<file path="src/rtl/core/file_magic_type_classifier_assert.svh">
// assertion macros for the file magic type classifier
`ifndef FILE_MAGIC_TYPE_CLASSIFIER_ASSERT_SVH
`define FILE_MAGIC_TYPE_CLASSIFIER_ASSERT_SVH
`ifndef SYNTHESIS
`define FMTC_ASSERT_IMP(label, clk, rst_n, pre, post) \
	label: assert property (@(posedge clk) disable iff (!rst_n) (pre) |-> (post)) \
		else $error("fmtc: implication check failed");
`define FMTC_ASSERT_NXT(label, clk, rst_n, pre, post) \
	label: assert property (@(posedge clk) disable iff (!rst_n) (pre) |=> (post)) \
		else $error("fmtc: next-cycle check failed");
`else
`define FMTC_ASSERT_IMP(label, clk, rst_n, pre, post)
`define FMTC_ASSERT_NXT(label, clk, rst_n, pre, post)
`endif
`endif

</file>
<file path="src/rtl/core/fmtc_pkg.sv">
// types, signature tables and constants for the file magic type classifier
`default_nettype none
package fmtc_pkg;

	localparam int NUM_SIGS = 10;

	typedef struct packed {
		logic [7:0] data_byte;
		logic       last_byte;
	} in_word_t;

	typedef struct packed {
		logic [3:0] file_type;
		logic       tar_by_checksum;
	} out_word_t;

	typedef struct packed {
		logic ustar_hit;
		logic chk_hit;
	} tar_status_t;

	localparam logic [3:0] TYPE_UNKNOWN = 4'd0;
	localparam logic [3:0] TYPE_TAR     = 4'd8;
	localparam logic [3:0] TYPE_MAX     = 4'd10;

	// flag bit of the tar entry, which has no prefix
	localparam int TAR_IDX = 7;

	localparam logic [9:0] POS_SAT   = 10'd513;
	localparam logic [9:0] HDR_LEN   = 10'd512;
	localparam logic [9:0] CHK_OFF   = 10'd148;
	localparam logic [9:0] MAGIC_OFF = 10'd257;
	localparam logic [7:0] SPACE_BYTE = 8'h20;
	localparam logic [7:0] DIGIT_ZERO = 8'h30;

	localparam logic [2:0] SIG_LEN [NUM_SIGS] = '{
		3'd5, 3'd5, 3'd5, 3'd7, 3'd4, 3'd4, 3'd4, 3'd0, 3'd3, 3'd6
	};

	// prefixes, padded to eight bytes
	localparam logic [7:0] SIG_BYTES [NUM_SIGS][8] = '{
		'{8'h7B, 8'h5C, 8'h72, 8'h74, 8'h66, 8'h00, 8'h00, 8'h00},
		'{8'h68, 8'h74, 8'h6D, 8'h6C, 8'h3E, 8'h00, 8'h00, 8'h00},
		'{8'h3C, 8'h3F, 8'h78, 8'h6D, 8'h6C, 8'h00, 8'h00, 8'h00},
		'{8'h25, 8'h50, 8'h44, 8'h46, 8'h2D, 8'h31, 8'h2E, 8'h00},
		'{8'hD0, 8'hCF, 8'h11, 8'hE0, 8'h00, 8'h00, 8'h00, 8'h00},
		'{8'h52, 8'h61, 8'h72, 8'h21, 8'h00, 8'h00, 8'h00, 8'h00},
		'{8'h50, 8'h4B, 8'h03, 8'h04, 8'h00, 8'h00, 8'h00, 8'h00},
		'{8'h00, 8'h00, 8'h00, 8'h00, 8'h00, 8'h00, 8'h00, 8'h00},
		'{8'h1F, 8'h8B, 8'h08, 8'h00, 8'h00, 8'h00, 8'h00, 8'h00},
		'{8'h37, 8'h7A, 8'hBC, 8'hAF, 8'h27, 8'h1C, 8'h00, 8'h00}
	};

	localparam logic [7:0] USTAR_BYTES [8] = '{
		8'h75, 8'h73, 8'h74, 8'h61, 8'h72, 8'h20, 8'h00, 8'h00
	};

endpackage
`default_nettype wire

</file>
<file path="src/rtl/core/file_magic_type_classifier.sv">
// file magic type classifier: top level
// Usage: the bytes of a file enter on the byte channel (byte_valid, byte_ready,
// byte_word), one word per byte from offset 0, with last_byte set on the
// final byte. For that final byte one word leaves on the type channel
// (type_valid, type_ready, type_word) with the type code and, for tar, whether
// the header checksum decided it. Other bytes give no output word.
// A byte taken from the byte channel is held in the input register and worked
// from there; its result is registered in the output register.
// Throughput, set by the single input register feeding one pass of compare
// and add logic, is one byte per cycle unless a final byte has to wait.
// A final byte waits in the input register while the output register still
// holds an untaken result, and no byte is taken until it moves on; ordinary
// bytes pass a full output register without waiting.
// Reset (arst_n low) empties both registers and starts a new file at offset
// zero; after each final byte the block also starts a new file by itself.
// A stalled receiver holds type_word unchanged until type_ready is seen.
`default_nettype none
`include "file_magic_type_classifier_assert.svh"
module file_magic_type_classifier import fmtc_pkg::*; (
	input  logic      clk,
	input  logic      arst_n,
	input  logic      byte_valid,
	output logic      byte_ready,
	input  in_word_t  byte_word,
	output logic      type_valid,
	input  logic      type_ready,
	output out_word_t type_word
);

	logic              valid_s1;
	in_word_t          word_s1;
	logic              type_valid_q;
	out_word_t         type_word_q;
	logic [9:0]        pos_q;
	logic [NUM_SIGS-1:0] flags_q;

	logic              slot_free;
	logic              step;
	logic              finish;
	logic [NUM_SIGS-1:0] flags_next;
	logic [NUM_SIGS-1:0] hit;
	logic [10:0]       count;
	logic              tar_long;
	tar_status_t       tar_status;
	logic [3:0]        type_code;
	logic              by_chk;

	assign slot_free  = !type_valid_q || type_ready;
	assign step       = valid_s1 && (!word_s1.last_byte || slot_free);
	assign finish     = step && word_s1.last_byte;
	assign byte_ready = !valid_s1 || step;
	assign type_valid = type_valid_q;
	assign type_word  = type_word_q;

	always_ff @(posedge clk or negedge arst_n) begin
		if (!arst_n) begin
			valid_s1 <= 1'b0;
		end else if (byte_ready) begin
			valid_s1 <= byte_valid;
		end
	end

	always_ff @(posedge clk) begin
		if (byte_valid && byte_ready) begin
			word_s1 <= byte_word;
		end
	end

	fmtc_tar_chk u_tar_chk (
		.clk       (clk),
		.arst_n    (arst_n),
		.step      (step),
		.clear     (word_s1.last_byte),
		.data_byte (word_s1.data_byte),
		.pos       (pos_q),
		.status    (tar_status)
	);

	assign count    = {1'b0, pos_q} + 11'd1;
	assign tar_long = (pos_q >= HDR_LEN);

	always_comb begin
		for (int k = 0; k < NUM_SIGS; k++) begin
			flags_next[k] = flags_q[k];
			if ((pos_q < {7'd0, SIG_LEN[k]})
					&& (word_s1.data_byte != SIG_BYTES[k][pos_q[2:0]])) begin
				flags_next[k] = 1'b0;
			end
			hit[k] = flags_next[k] && (count >= {8'd0, SIG_LEN[k]});
		end
		hit[TAR_IDX] = tar_long && (tar_status.ustar_hit || tar_status.chk_hit);
	end

	// lowest index wins
	always_comb begin
		type_code = TYPE_UNKNOWN;
		for (int k = NUM_SIGS - 1; k >= 0; k--) begin
			if (hit[k]) begin
				type_code = 4'(k + 1);
			end
		end
		by_chk = (type_code == TYPE_TAR) && !tar_status.ustar_hit;
	end

	always_ff @(posedge clk or negedge arst_n) begin
		if (!arst_n) begin
			pos_q   <= '0;
			flags_q <= '1;
		end else if (step) begin
			if (word_s1.last_byte) begin
				pos_q   <= '0;
				flags_q <= '1;
			end else begin
				pos_q   <= (pos_q < POS_SAT) ? pos_q + 10'd1 : POS_SAT;
				flags_q <= flags_next;
			end
		end
	end

	always_ff @(posedge clk or negedge arst_n) begin
		if (!arst_n) begin
			type_valid_q <= 1'b0;
		end else if (finish) begin
			type_valid_q <= 1'b1;
		end else if (type_ready) begin
			type_valid_q <= 1'b0;
		end
	end

	always_ff @(posedge clk) begin
		if (finish) begin
			type_word_q.file_type       <= type_code;
			type_word_q.tar_by_checksum <= by_chk;
		end
	end

	`FMTC_ASSERT_IMP(a_pos_sat, clk, arst_n, 1'b1, pos_q <= POS_SAT)
	`FMTC_ASSERT_IMP(a_tar_flag, clk, arst_n, 1'b1, flags_q[TAR_IDX])
	`FMTC_ASSERT_NXT(a_new_file, clk, arst_n, finish, (pos_q == 10'd0) && (flags_q == '1))
	`FMTC_ASSERT_IMP(a_chk_tar, clk, arst_n, type_valid && type_word.tar_by_checksum, type_word.file_type == TYPE_TAR)
	`FMTC_ASSERT_IMP(a_code_range, clk, arst_n, type_valid, type_word.file_type <= TYPE_MAX)
	`FMTC_ASSERT_IMP(a_no_overrun, clk, arst_n, finish && type_valid, type_ready)

endmodule
`default_nettype wire

</file>
<file path="src/rtl/core/fmtc_tar_chk.sv">
// tar header tracking: ustar magic and header checksum
`default_nettype none
module fmtc_tar_chk import fmtc_pkg::*; (
	input  logic        clk,
	input  logic        arst_n,
	input  logic        step,
	input  logic        clear,
	input  logic [7:0]  data_byte,
	input  logic [9:0]  pos,
	output tar_status_t status
);

	// weight of each checksum digit as a left shift
	localparam logic [3:0] CHK_SHIFT [8] = '{
		4'd15, 4'd12, 4'd9, 4'd6, 4'd3, 4'd0, 4'd0, 4'd0
	};

	logic [16:0] sum_q;
	logic [22:0] stored_q;
	logic        ustar_q;

	logic [16:0] sum_next;
	logic [22:0] stored_next;
	logic        ustar_next;
	logic [2:0]  magic_idx;
	logic [2:0]  chk_idx;
	logic        in_magic;
	logic        in_chk;
	logic [22:0] digit;

	assign magic_idx = 3'(pos - MAGIC_OFF);
	assign chk_idx   = 3'(pos - CHK_OFF);
	assign in_magic  = (pos >= MAGIC_OFF) && (pos < MAGIC_OFF + 10'd6);
	assign in_chk    = (pos >= CHK_OFF) && (pos < CHK_OFF + 10'd8);
	assign digit     = {15'd0, data_byte - DIGIT_ZERO} << CHK_SHIFT[chk_idx];

	always_comb begin
		ustar_next  = ustar_q;
		sum_next    = sum_q;
		stored_next = stored_q;
		if (in_magic && (data_byte != USTAR_BYTES[magic_idx])) begin
			ustar_next = 1'b0;
		end
		if (pos < HDR_LEN) begin
			if (in_chk) begin
				// checksum field counts as spaces
				sum_next = sum_q + {9'd0, SPACE_BYTE};
				if (data_byte >= DIGIT_ZERO) begin
					stored_next = stored_q + digit;
				end
			end else begin
				sum_next = sum_q + {9'd0, data_byte};
			end
		end
	end

	assign status.ustar_hit = ustar_next;
	assign status.chk_hit   = ({6'd0, sum_next} == stored_next);

	always_ff @(posedge clk or negedge arst_n) begin
		if (!arst_n) begin
			sum_q    <= '0;
			stored_q <= '0;
			ustar_q  <= 1'b1;
		end else if (step) begin
			if (clear) begin
				sum_q    <= '0;
				stored_q <= '0;
				ustar_q  <= 1'b1;
			end else begin
				sum_q    <= sum_next;
				stored_q <= stored_next;
				ustar_q  <= ustar_next;
			end
		end
	end

endmodule
`default_nettype wire

</file>
<file path="config.mk">
export PLATFORM = sky130hd
export DESIGN_NAME = file_magic_type_classifier
export DESIGN_NICKNAME = d
export VERILOG_FILES = /design/src/rtl/core/fmtc_pkg.sv /design/src/rtl/core/file_magic_type_classifier.sv /design/src/rtl/core/fmtc_tar_chk.sv
export VERILOG_INCLUDE_DIRS = /design/src /design/src/rtl/core
export SDC_FILE = /design/constraint.sdc
export NUM_CORES = 1
export LEC_CHECK = 0
export BUFFER_PORTS_ARGS = -buffer_cell sky130_fd_sc_hd__buf_2
export CORE_ASPECT_RATIO = 0.5
export CORE_MARGIN = 1.5
export CORE_UTILIZATION = 45
export CTS_CLUSTER_SIZE = 25
export DETAILED_ROUTE_END_ITERATION = 16
export PLACE_DENSITY = 0.69
export REMOVE_ABC_BUFFERS = 1
export SYNTH_ARGS = -nofsm -noshare
export SYNTH_HDL_FRONTEND = slang
export SYNTH_HIERARCHICAL = 1
export SYNTH_SLANG_ARGS = --single-unit
</file>
<file path="constraint.sdc">
create_clock -name clk -period 15.3 [get_ports clk]
set_clock_uncertainty 0.05 [all_clocks]
set_input_delay 3.06 -clock clk [delete_from_list [all_inputs] [get_ports clk]]
set_output_delay 3.06 -clock clk [all_outputs]
set_load 0.05 [all_outputs]
</file>
# Word level (Yosys, flattened, before mapping)
# Memories as Yosys holds them, arrays and structs flattened.
# Cells that the tools add are included.
# totals
ramBits,0
rom_bits,736
regBits,76
latch_bits,0
word_cells,164
n_memories,12
output_inout_bits,7
# mem_list
memory,depth,word_bits,rd,rd_ports_with_merged_regs,wr,line,source
(name not given),8,8,1,0,0,file_magic_type_classifier.sv:86,&& (word_s1.data_byte != SIG_BYTES[k][pos_q[2:0]])) begin
(name not given),8,8,1,0,0,file_magic_type_classifier.sv:86,
(name not given),8,8,1,0,0,file_magic_type_classifier.sv:86,
(name not given),8,8,1,0,0,file_magic_type_classifier.sv:86,
(name not given),8,8,1,0,0,file_magic_type_classifier.sv:86,
(name not given),8,8,1,0,0,file_magic_type_classifier.sv:86,
6 more memories,-,-,-,-,-,-,
# op_classes
reduce_logical,36
n_lt_le_gt_ge,22
mul,0
add_sub_neg,8
muxes,58
bitwise_logic,3
n_eq_ne,13
n_shift,1
div,0
# op_table
cell,n
8-bit two-way mux,22
23-bit two-way mux,4
8-bit != test,11
17-bit two-way mux,3
4-bit two-way mux,12
"11-bit by 3-bit >= comparator with 1-bit output, second input constant",4
"10-bit by 3-bit < comparator with 1-bit output, second input constant",4
10-bit two-way mux,3
1-bit logical AND,27
23-bit adder,1
17-bit by 23-bit == test with 1-bit output,1
8-bit by 4-bit left shift with 23-bit output,1
"10-bit < comparator, second input constant",2
"17-bit by 6-bit adder with 17-bit output, second input constant",1
17-bit by 8-bit adder with 17-bit output,1
1-bit two-way mux,14
"4-bit >= comparator, second input constant",3
3-bit inverter with 4-bit output,3
"10-bit by 1-bit adder with 11-bit output, second input constant",1
"11-bit by 2-bit >= comparator with 1-bit output, second input constant",1
"10-bit by 1-bit adder with 10-bit output, second input constant",1
"10-bit >= comparator, second input constant",1
"10-bit by 8-bit >= comparator with 1-bit output, second input constant",1
"10-bit by 9-bit >= comparator with 1-bit output, second input constant",1
12 further kinds,18

# Depth between registers and ports, before layout
# logic_depth
word_depth,23
depth_mapped,27
mapped_depth_nobuf,26

# By module
# The synthesis kept the hierarchy.
# by_module_without_submodules
module,seq_area_each_um2,area_each_um2,cells_each,instances
fmtc_tar_chk,1027.2,4640.7,562,1
file_magic_type_classifier,957.2,3225.6,373,1

# Least setup slack after synthesis
# OpenSTA, ideal clock, no wires.
# synth_path
path_kind,input port to output port
start,in type_ready
end,out byte_ready
n_path_buf,0
slack_ps,8550
path_stages,1
arrival_ps,3640
path_cell_list,nand4b_1
# synth_via
elab_chain_len,4
# synth_rtl
item,line,source
from (decl),file_magic_type_classifier.sv:26,"input logic type_ready,"
1-bit logical OR,file_magic_type_classifier.sv:48,assign slot_free = !type_valid_q || type_ready;
1-bit logical OR,file_magic_type_classifier.sv:49,assign step = valid_s1 && (!word_s1.last_byte || slot_free);
1-bit logical AND,file_magic_type_classifier.sv:49,
1-bit logical OR,file_magic_type_classifier.sv:51,assign byte_ready = !valid_s1 || step;
to (decl),file_magic_type_classifier.sv:23,"output logic byte_ready,"
# Every way passes these cells.

==> run metrics <==
Sequential Power Share=between 20% and 30%; pin count of the biggest net entering global routing=63; transition time at the pin with the least slew margin=1020 ps; depth of the most critical reg-to-reg path=26; largest delay contributor family on the critical path=compound AO/OA/AOI/OAI gates; residual antenna-violating net count after detailed routing=0; routed len/inst=19.0 um; Register-to-Register Setup Slack=approximately 8000 ps; routed vias=between 7000 and 8000; setup TNS after final layout=0 ps; total number of yosys warnings=6; signed area change from the synthesized netlist to the final layout=5.38%; Starting Density=a little under half; final worst hold slack=431 ps; count of antenna diodes in the layout=0; total global routing track utilization=24.2%; number of pins with negative max-slew slack in the final report=0; clock share of power=about a quarter; Net Switching=~400 uW; level count of the clock H-tree=3; clock tree from TritonCTS=yes; quantity of hold-fixing buffers added after cts=0; final clock period utilization by the worst path=between 40% and 50%; startpoint of the most critical register-to-register path=pos_q[0]; timing startpoint of the critical path=pos_q[0]; switching power as a share of total power=between 40% and 50%; commonest non-fill, non-tap cell in the layout=sky130_fd_sc_hd__nand2_1; total die area=between 15000 and 20000 sq um; worst slew slack as a fraction of its limit=29.7%; vias in the first global route=approximately 6700; total wirelength of the detailed-routed design=~22000 um; number of max-cap violations=0; Worst VDD drop=just under 0.05 mV; EDFF count, synth=14; top flip-flop cell by instance count after synthesis=sky130_fd_sc_hd__dfrtp_1; clock buffer count from CTS=9; number of post-CTS setup repair buffers=0; wire length of the first global-routing pass=35000 um; hpwl dp=15300 um; fraction of layout cells with a size suffix above 1=just under 9%; HP Start=flags_q[3]; status=completed; height of the die=~96 um; Clock Root Buffer=sky130_fd_sc_hd__clkbuf_16; data required time of the worst path=between 15000 and 20000 ps; number of buffers added on ports=19; unrepaired setup endpoints after global routing=no; Critical Path End Type=flop; total iterations of the first detailed-routing run=5; type of the worst setup path=reg -> reg; synthesized instance count=935; Starting DRT DRC Count=~650; cells taking the most area after synthesis=sky130_fd_sc_hd__dfrtp_1 17%, sky130_fd_sc_hd__ha_1 8.0%, sky130_fd_sc_hd__edfxtp_1 5.3%; end of the worst hold path=flags_q[3]; FF+latch count, synth=76; areal power density over the cells=approximately 110 nW/um^2; proportion of synthesized chip area in sequential cells=between 20 and 30%; top-area cell type share of the netlist area=approximately 17%; Final Cell Area=around 8300 sq um; unique cell type count in the Yosys netlist=89; arrival time of the worst setup path=about 7600 ps; share of flip-flops with an asynchronous set or reset after synthesis=a little over 80%; hold depth=2; cell internal pwr=between 500 and 600 uW; PostCTS Resize Cnt=0; total global routing overflow=0; startpoint kind of the worst setup timing path=flop; master of the slowest instance on the critical path=sky130_fd_sc_hd__dfrtp_1; Gate power share=between 40% and 50%; biggest fanout along the worst timing path=28; number of DRC violations after detailed routing=0; Final #Nets=roughly 1000; Placement Setup Slack=approximately 8000 ps; number of endpoints failing setup at the final stage=0; source-to-sink clock delay at the later pin of the worst-skew pair=~340 ps; Placed Instance Area=between 7000 and 8000 sq um; CTS Sinks=76; I/O pin count=20; minimum clock period=between 7000 and 8000 ps; initial antenna violation count=0; leakage power of the design=approximately 3.4 nW; Fin. Hold Viols=0; Via-to-Cell Ratio=about 6.3; worst flop-to-flop path endpoint=type_word[0]; most used cells in the layout excluding fill and tap cells=70 x sky130_fd_sc_hd__nand2_1, 66 x sky130_fd_sc_hd__nor2_1, 65 x sky130_fd_sc_hd__a21oi_1, 56 x sky130_fd_sc_hd__o21ai_0, 51 x sky130_fd_sc_hd__dfrtp_1; sum of buffers and inverters on the critical path=2; Post-Layout Cell Count=~1100; Worst path max stage delay=940 ps; dpl cells=1123; chip width=roughly 190 um; type of the tightest min-delay check=reg -> reg; synthesized area=7870 sq um; area leader, netlist=sky130_fd_sc_hd__dfrtp_1; weighted congestion at the end of routability-driven global placement=0.907; CP dominant cell by count=sky130_fd_sc_hd__nor2_1; clock transition at the registers of the reported paths=about 60 ps; achievable frequency=134 MHz; maximum count of clock buffers along a single path=2; core area=16700 sq um; count of filler cells inserted in the layout=about 1600; min setup slack post-route=just under 8000 ps; Cell Rows=33; Avg Synthesized Cell Area=8.41 sq um
final cells by class:
| class | count | area, sq um | share of cell area (%) |
|---|---|---|---|
| Inverter | 28 | 105 | 1.27 |
| Multi-Input combinational cell | 767 | 5460 | 65.8 |
| Timing Repair Buffer | 25 | 140 | 1.69 |
| Clock buffer | 10 | 229 | 2.76 |
| Clock inverter | 6 | 87.6 | 1.06 |
| Sequential cell | 76 | 1990 | 24.0 |
| Tap cell | 227 | 284 | 3.43 |
metal layers:
layer  wire (um)  up-vias  track usage, %
met1       10100     3477            31.9
li1            -     3443               -
met4         513        0            8.27
met2        9870      237            40.4
met3        1170       36            4.33
met5           0        -               0
stage by stage:
stage / power, mW / utilization (%)
global placement: 0.694 / 47.7
CTS: 0.938 / 49.6
detailed placement: 0.703 / 47.7
finish: 0.943 / 49.6
global route: 1.01 / 49.6
floorplan: 0.600 / -
worst max path at each step:
stage              endpoint  slack, ps  depth (start not counted)
2_1_floorplan    byte_ready       8550                          1
3_3_place_gp   type_word[0]       8230                         26
5_1_grt        type_word[0]       7200                         26
6_report       type_word[0]       7860                         26
4_1_cts        type_word[0]       7970                         26
3_5_place_dp   type_word[0]       8030                         26
power by group through the flow:
stage	logic (mW)	clock network (mW)	registers (mW)
finish	0.441	0.233	0.269
global route	0.486	0.246	0.273
CTS	0.435	0.236	0.267
detailed placement	0.433	0	0.271
global placement	0.424	0	0.270
floorplan	0.331	0	0.269
synth_stat cells (20+ instances only):
master / n
sky130_fd_sc_hd__ha_1: 50
sky130_fd_sc_hd__xor2_1: 32
sky130_fd_sc_hd__dfrtp_1: 52
sky130_fd_sc_hd__nor2_1: 66
sky130_fd_sc_hd__nand3_1: 26
sky130_fd_sc_hd__nand2_1: 70
sky130_fd_sc_hd__inv_1: 24
sky130_fd_sc_hd__nor3_1: 20
sky130_fd_sc_hd__xnor2_1: 46
sky130_fd_sc_hd__o21ai_0: 56
sky130_fd_sc_hd__o2bb2ai_1: 28
sky130_fd_sc_hd__a21oi_1: 65
sky130_fd_sc_hd__buf_2: 24
sky130_fd_sc_hd__mux2i_1: 32
sky130_fd_sc_hd__clkbuf_1: 26
cell families after synthesis:
logic type      Yosys count  synth area share, %
compound gates          307                 27.6
xor+xnor                 78                 8.68
fa+ha+maj                52                 8.46
buf+inv                  92                 5.39
flops                    76                 25.2
mux                      34                 4.36
simple gates            296                 20.3
worst register-to-register path: stages (launching register included):
cell and delay (ps):
sky130_fd_sc_hd__dfrtp_1 940, sky130_fd_sc_hd__inv_1 280, sky130_fd_sc_hd__ha_1 310, sky130_fd_sc_hd__mux2i_1 770, sky130_fd_sc_hd__mux2i_1 320, sky130_fd_sc_hd__nor2_1 60, sky130_fd_sc_hd__a31oi_1 330, sky130_fd_sc_hd__nor2_1 80
sky130_fd_sc_hd__a21oi_1 170, sky130_fd_sc_hd__o22ai_1 100, sky130_fd_sc_hd__and2_1 220, sky130_fd_sc_hd__ha_1 320, sky130_fd_sc_hd__a21oi_1 260, sky130_fd_sc_hd__a21boi_0 130, sky130_fd_sc_hd__o21a_1 200, sky130_fd_sc_hd__o32a_4 230
sky130_fd_sc_hd__o311a_1 340, sky130_fd_sc_hd__or3_1 320, sky130_fd_sc_hd__a31oi_2 210, sky130_fd_sc_hd__nand3_1 120, sky130_fd_sc_hd__nor3_1 180, sky130_fd_sc_hd__and4_1 290, sky130_fd_sc_hd__o21ai_0 190, sky130_fd_sc_hd__inv_1 180
sky130_fd_sc_hd__nor2_1 50, sky130_fd_sc_hd__or4_1 410, sky130_fd_sc_hd__nor4b_2 220
state kept, by name (all words and copies together) (netlist names):
register / count
word_s1: 9
valid_s1: 1
pos_q: 10
type_valid: 1
flags_q: 9
u_tar_chk/sum_q: 17
u_tar_chk/stored_q: 23
type_word: 5
u_tar_chk/ustar_q: 1
Note: power is estimated with default switching activity, not from simulation.
